--- src/mmie_pkg.sv ---
// Package: opcodes, fault codes, queue entry and sequencer states for the executor.
`timescale 1ns / 1ps
package mmie_pkg;
  localparam int unsigned DataDepthDef = 256;
  localparam int unsigned ProgDepthDef = 256;
  localparam int unsigned WordWidthDef = 32;
  localparam int unsigned KindW = 5;
  localparam int unsigned ArgW = 8;
  localparam int unsigned ImmW = 32;
  localparam int unsigned FaultW = 2;
  localparam int unsigned CountW = 32;

  localparam logic [KindW-1:0] OpSet   = 5'd0;
  localparam logic [KindW-1:0] OpSeta  = 5'd1;
  localparam logic [KindW-1:0] OpCopy  = 5'd2;
  localparam logic [KindW-1:0] OpCopya = 5'd3;
  localparam logic [KindW-1:0] OpAdd   = 5'd4;
  localparam logic [KindW-1:0] OpSub   = 5'd5;
  localparam logic [KindW-1:0] OpMult  = 5'd6;
  localparam logic [KindW-1:0] OpDiv   = 5'd7;
  localparam logic [KindW-1:0] OpJump  = 5'd8;
  localparam logic [KindW-1:0] OpJumpa = 5'd9;
  localparam logic [KindW-1:0] OpBeq   = 5'd10;
  localparam logic [KindW-1:0] OpBeqa  = 5'd11;
  localparam logic [KindW-1:0] OpBlt   = 5'd12;
  localparam logic [KindW-1:0] OpBlta  = 5'd13;
  localparam logic [KindW-1:0] OpBgt   = 5'd14;
  localparam logic [KindW-1:0] OpBgta  = 5'd15;
  localparam logic [KindW-1:0] OpEnd   = 5'd16;

  localparam logic [FaultW-1:0] FaultNone   = 2'd0;
  localparam logic [FaultW-1:0] FaultOpcode = 2'd1;
  localparam logic [FaultW-1:0] FaultDivZ   = 2'd2;

  typedef enum logic [1:0] {
    ClsStore,
    ClsArith,
    ClsFlow,
    ClsStop
  } cls_e;

  typedef struct packed {
    logic [KindW-1:0] kind;
    cls_e             cls;
    logic [ArgW-1:0]  arg_a;
    logic [ImmW-1:0]  arg_b;
    logic [ArgW-1:0]  arg_c;
  } instr_t;

  typedef enum logic [3:0] {
    StIdle,
    StRdA,
    StRdB,
    StRdC,
    StRdX,
    StMul,
    StDiv,
    StFix,
    StWrite,
    StOut
  } exec_st_e;
endpackage

--- src/mmie_decode.sv ---
// Front part: accepts instructions, classifies them and queues them for execution.
`timescale 1ns / 1ps
module mmie_decode
  import mmie_pkg::*;
(
  input  logic                 clk_i,
  input  logic                 rst_ni,
  input  logic                 s_axis_tvalid,
  output logic                 s_axis_tready,
  input  logic [55:0]          s_axis_tdata,
  input  logic [KindW-1:0]     s_axis_tuser,
  output logic                 q_valid_o,
  input  logic                 q_ready_i,
  output instr_t               q_data_o
);
  instr_t     mem_q [2];
  logic       wp_q, rp_q;
  logic [1:0] cnt_q;
  instr_t     in_w;
  logic       push, pop;

  always_comb begin
    in_w.kind  = s_axis_tuser;
    in_w.arg_a = s_axis_tdata[7:0];
    in_w.arg_b = s_axis_tdata[39:8];
    in_w.arg_c = s_axis_tdata[47:40];
    if (s_axis_tuser <= OpCopya) begin
      in_w.cls = ClsStore;
    end else if (s_axis_tuser <= OpDiv) begin
      in_w.cls = ClsArith;
    end else if (s_axis_tuser <= OpBgta) begin
      in_w.cls = ClsFlow;
    end else begin
      in_w.cls = ClsStop;
    end
  end

  assign s_axis_tready = (cnt_q != 2'd2);
  assign push = s_axis_tvalid && s_axis_tready;
  assign q_valid_o = (cnt_q != 2'd0);
  assign pop = q_valid_o && q_ready_i;
  assign q_data_o = mem_q[rp_q];

  always_ff @(posedge clk_i) begin
    if (push) begin
      mem_q[wp_q] <= in_w;
    end
  end

  always_ff @(posedge clk_i or negedge rst_ni) begin
    if (!rst_ni) begin
      wp_q <= 1'b0;
      rp_q <= 1'b0;
      cnt_q <= 2'd0;
    end else begin
      if (push) wp_q <= ~wp_q;
      if (pop) rp_q <= ~rp_q;
      cnt_q <= cnt_q + {1'b0, push} - {1'b0, pop};
    end
  end
endmodule

--- config.mk ---
export PLATFORM = sky130hd
export DESIGN_NAME = mmie_decode
export DESIGN_NICKNAME = d
export VERILOG_FILES = /design/src/mmie_pkg.sv /design/src/mmie_decode.sv
export SDC_FILE = /design/constraint.sdc
export NUM_CORES = 1
export LEC_CHECK = 0
export BUFFER_PORTS_ARGS = -buffer_cell sky130_fd_sc_hd__buf_2
export CAP_MARGIN = 20
export CORE_MARGIN = 4
export CORE_UTILIZATION = 45
export CTS_BUF_LIST = sky130_fd_sc_hd__clkbuf_16
export CTS_CLUSTER_DIAMETER = 80
export DETAILED_ROUTE_END_ITERATION = 8
export PLACE_DENSITY = 0.71
export SLEW_MARGIN = 20
export SYNTH_ARGS = -nofsm -noshare
export SYNTH_HDL_FRONTEND = slang
export SYNTH_SLANG_ARGS = --single-unit
--- constraint.sdc ---
create_clock -name clk_i -period 4.7 [get_ports clk_i]
set_input_delay 0.235 -clock clk_i [delete_from_list [all_inputs] [get_ports clk_i]]
set_output_delay 0.235 -clock clk_i [all_outputs]
set_load 0.005 [all_outputs]
==> metrics.txt, run 1 <==
WS Path Type=register to primary output; Initial Util=45.9%; gr usage total=13.8%; Detail Route Antenna Nets=0; H-tree levels=4; Rows=35; Die Area=11000 um^2; P_leak=2.07 nW; Synth top area share=78.3%; starting DRC count in detailed routing=65; CP arrival=2160 ps; vias in the first global route=2365; Layout Skew=8.87 ps; power density over cell area=629 nW/um^2; fin. max-slew vios=0; routed len/inst=16.3 um; worst-margin pin slew=783 ps; reg2reg setup slack=2480 ps; Congestion Overflow GR=0; total number of vias=2186; post-synth cell types=21; sequential element share of the synthesized area=80.7%; Num CTS Buffers=17; r2r startpoint=cnt_q[0]$_DFF_PN0_; DP Area=4900 um^2; final hold vios=0; R2R depth=4; CP endpoint kind=primary output; vias per cell=4.88; synth warn=0; root buffer cell=clkbuf_16; Ports=122; syn avg cell area=21.5 um^2; Final Cycle Share=51.0%; CP cell instances=buf_4 -> mux2_2 -> buf_2; FFs w/ async S/R, synth=3.51%; fin nets=392; min Tclk post-route=2400 ps; Worst path max stage delay=740 ps; status=finished clean; Hold Crit Depth=1; hold crit path type=input pin to register; fillers=732; setup TNS=0 ps; max_cap viols=0; drt pass-1 iters=4; hold endpoint=mem_q[0][47]$_DFFE_PP_; Layout area overhead=28.8%; Mapped Nets=262; dpl hpwl=4670 um; Area contributors post-synth=edfxtp_1 (78%), mux2_2 (15%), dfrtp_1 (2.4%), buf_6 (1.1%), xnor2_1 (0.62%); die width=105 um; FF-to-FF End=mem_q[0][32]$_DFFE_PP_; Hold Startpoint=s_axis_tdata[7]; cts hold-fix bufs=1; count leader, synth=edfxtp_1; ant diodes=0; share of cells above drive strength 1=60.5%; PortBufs=113; Post-synth top flop=edfxtp_1; Post-Route WL=7290 um; global-route wire length before repair=11700 um; Die Ht=105 um; Yosys top cell by area=edfxtp_1; # DRC=0; CTS Sinks=114; clock-pin slew on the worst setup and hold paths=50 ps; end-of-flow core utilization=59.0%; buffer count from post-CTS setup fixing=0; design area=5430 um^2; CTS tree=built; cell count after synthesis=196; number of gates resized after CTS=0; Clock Latency Late Sink=390 ps; CP max FO=31; Worst VDD drop=0.000345 V; Slowest cell on crit path=dfrtp_2; RSZ-0062 raised after global routing=no; #FFs+latches synth=114; Slew headroom=47.7%; GPL Wtd Cong=0.707; Max clock buf depth=2; commonest cells in the netlist=edfxtp_1 (110), mux2_2 (55), buf_6 (4), dfrtp_1 (4); Startpoint Class=register; largest net degree at the start of global routing=32; # setup viols final=0; number of flops mapped to enable cells by yosys=110; Core ar.=9200 um^2; initial antenna violation count=0; Post-Syn Area=4220 um^2; Worst Path Required=4470 ps; maximum clock frequency=417 MHz
## through the flow
step	hold WS (ps)	power [mW]	setup WS (ps)	std cells
global placement	43.1	2.32	2480	417
detailed placement	49.1	2.34	2450	417
global route	9.57	3.61	2140	448
floorplan	-60.6	2.02	1270	196
finish	27.4	3.41	2300	448
CTS	13.6	3.48	2200	448
## flip-flops by register name, summed over array words and instances (netlist names)
signal / flops
mem_q: 110
rp_q: 1
wp_q: 1
cnt_q: 2
## worst max-delay path, delay by kind of cell, from the launching register on
kind	cells	cell delay [ps]
flops	1	740
buf+inv	2	620
mux	1	390
## per-layer routing
metal	share of wire (%)	vias up	global-route usage [%]	routed length [um]
met5	0	-	0	0
met1	44	1075	17.1	3200
met3	6.3	2	5.06	459
met2	49	74	22.4	3600
met4	0.32	0	4.78	23
li1	-	1035	-	-
## cell usage in the layout, fill, tap and decap left out, drive strengths merged
| master | count |
|---|---|
| a21bo | 1 |
| clkinv | 8 |
| mux2 | 55 |
| xnor2 | 3 |
| nor2 | 3 |
| clkinvlp | 3 |
| ha | 1 |
| edfxtp | 110 |
| nand3 | 1 |
| clkbuf | 17 |
| o21ai | 1 |
| a32oi | 1 |
| bufinv | 1 |
| or2 | 2 |
| a21o | 1 |
| a211oi | 1 |
| inv | 2 |
| and3 | 1 |
| dlygate4sd3 | 1 |
| buf | 116 |
| nor2b | 1 |
| nand2b | 1 |
| nand2 | 2 |
| dfrtp | 4 |
## power by group
part | switching (mW) | internal [mW] | leakage, nW
registers | 0.100 | 1.39 | 1.07
logic | 0.381 | 0.422 | 0.742
clock network | 0.411 | 0.709 | 0.259
## worst max path at each step
stage / endpoint / from / slack (ps)
floorplan: mem_q[0][0]$_DFFE_PP_ / cnt_q[0]$_DFF_PN0_ / 1270
global placement: mem_q[0][47]$_DFFE_PP_ / cnt_q[0]$_DFF_PN0_ / 2480
detailed placement: mem_q[0][46]$_DFFE_PP_ / cnt_q[0]$_DFF_PN0_ / 2450
CTS: q_data_o[49] / rp_q$_DFFE_PN0P_ / 2200
global route: q_data_o[49] / rp_q$_DFFE_PN0P_ / 2140
finish: q_data_o[17] / rp_q$_DFFE_PN0P_ / 2300
## cells by family after synthesis
group / after synthesis / synth area share [%]
DFF: 114 / 80.7
muxes: 55 / 14.7
and+or+nand+nor: 11 / 1.31
buffers and inverters: 7 / 1.45
AOI/OAI and AO/OA: 5 / 0.920
xor gates and xnor gates: 3 / 0.623
adders and majority gates: 1 / 0.297
## cell type report
cell class / count / area, um^2 / area share (%)
inverter: 1 / 3.75 / 0.0691
clock inverter: 13 / 98.8 / 1.82
clock buffer: 17 / 425 / 7.83
timing repair buffer: 117 / 598 / 11.0
tap: 111 / 139 / 2.56
multi-input combinational: 75 / 761 / 14.0
sequential: 114 / 3400 / 62.7
No activity file was read; power rests on OpenSTA's default activity.
==> inputs of run 2 (changes only) <==
- PLACE_DENSITY: 0.71 -> 0.74
- clock period: 4.7 -> 2 ns (I/O delays scaled with it)
==> metrics.txt, run 2 (synthesized netlist as in run 1, its figures left out) <==
WHS=34.9 ps; CTS Sinks=114; Post-Route WL=8110 um; total number of vias=2389; met3 WL=371 um; maximum clock frequency=559 MHz; FF-to-FF End=mem_q[0][16]$_DFFE_PP_; reg2reg setup slack=430 ps; multi-input logic area=761 um^2; end-of-flow core utilization=67.2%; root buffer cell=clkbuf_16; most frequent cells in the layout=buf_2 (113), edfxtp_1 (110), mux2_2 (55), dlygate4sd3_1 (55), clkbuf_16 (17); RSZ-0062 raised after global routing=no; final hold vios=0; clock-pin slew on the worst setup and hold paths=50 ps; worst-margin pin slew=341 ps; Max clock buf depth=2; hold crit path type=input pin to async pin; highest routed layer=met4; Startpoint Class=register; buffer count from post-CTS setup fixing=0; min Tclk post-route=1790 ps; Num CTS Buffers=17; # setup viols final=0; biggest regs=mem_q: 110 flops, cnt_q: 2 flops; power density over cell area=1450 nW/um^2; wl on met1=3390 um; initial antenna violation count=0; largest net degree at the start of global routing=34; ant diodes=0; r2r startpoint=cnt_q[0]$_DFF_PN0_; fillers=642; # DRC=0; share of cells above drive strength 1=52.5%; max_cap viols=0; final total power=8.98 mW; crit path capture=q_data_o[0]; gr usage total=15.8%; WS Path Type=register to primary output; Layout area overhead=46.6%; Die Area=11000 um^2; GPL Wtd Cong=0.733; H-tree levels=4; most common cell after layout, fill and taps aside=buf_2; Congestion Overflow GR=0; fin. max-slew vios=0; Slew headroom=77.1%; WL met2=4250 um; setup TNS=0 ps; CTS tree=built; final cell count without fillers=507; worst setup path startpoint=rp_q$_DFFE_PN0P_; die width=105 um; routed len/inst=16.0 um; number of gates resized after CTS=0; global-route wire length before repair=13300 um; Core ar.=9200 um^2; cts hold-fix bufs=55; drt pass-1 iters=4; Layout Skew=7.43 ps; Worst VDD drop=0.000901 V; PortBufs=113; vias per cell=4.71; P_leak=2.39 nW; R2R depth=4; dpl hpwl=4870 um; Final Cycle Share=89.5%; Inst Count DP=420; largest register by flop count=mem_q; vias in the first global route=2707; Rows=35; Die Ht=105 um; Clock Latency Late Sink=400 ps; Initial Util=45.9%; Worst Path Required=1900 ps; Ports=122; starting DRC count in detailed routing=86; Detail Route Antenna Nets=0; CP arrival=1690 ps; CP max FO=24; CP endpoint kind=primary output; fin nets=449; storage element area=3400 um^2; status=finished clean; number of flip-flops in the largest register=110
run 2: cell count changes in the layout (fill, tap and decap cells not counted):
cell           previous run  this run
buf_4                     3         2
buf_12                    0         4
bufinv_16                 1         6
clkinvlp_4                3         1
inv_6                     0         1
clkinv_4                  1         3
dlygate4sd3_1             1        55
clkinv_1                  1         2
clkinv_2                  6         1
run 2: final cells by class:
type | instances | share of cell area (%)
Clock buffer | 17 | 6.88
Clock inverter | 15 | 3.86
Inverter | 1 | 0.0607
Multi-Input combinational cell | 75 | 12.3
Sequential cell | 114 | 55.1
Tap cell | 111 | 2.25
Timing Repair Buffer | 174 | 19.6
run 2: metal layers:
metal  up-vias  GRT usage (%)
met1      1148           18.5
li1       1155              -
met5         -              0
met4         0           6.84
met3         8           4.57
met2        78           27.0
run 2: how the worst min path moves through the flow:
stage,from,end,cells past startpoint
floorplan,rst_ni,cnt_q[0]$_DFF_PN0_,0
global placement,rst_ni,cnt_q[0]$_DFF_PN0_,1
detailed placement,rst_ni,cnt_q[0]$_DFF_PN0_,1
CTS,rst_ni,cnt_q[0]$_DFF_PN0_,2
global route,rst_ni,rp_q$_DFFE_PN0P_,2
finish,rst_ni,cnt_q[0]$_DFF_PN0_,2
run 2: report_power, final:
group,internal [mW],switching (mW)
combinational,1.18,1.00
sequential,3.27,0.201
clock,2.33,1.00
run 2: worst max-delay path: stages, from the launching register on:
cell and delay (ps):
dfrtp_2 560, buf_12 230, mux2_2 360, buf_2 130
run 2: metrics by stage:
step           cell area (um^2)  setup slack [ps]
2_1_floorplan              4230              81.4
3_3_place_gp               4970               518
3_5_place_dp               4970               431
4_1_cts                    6180               167
5_1_grt                    6180               128
6_report                   6180               211
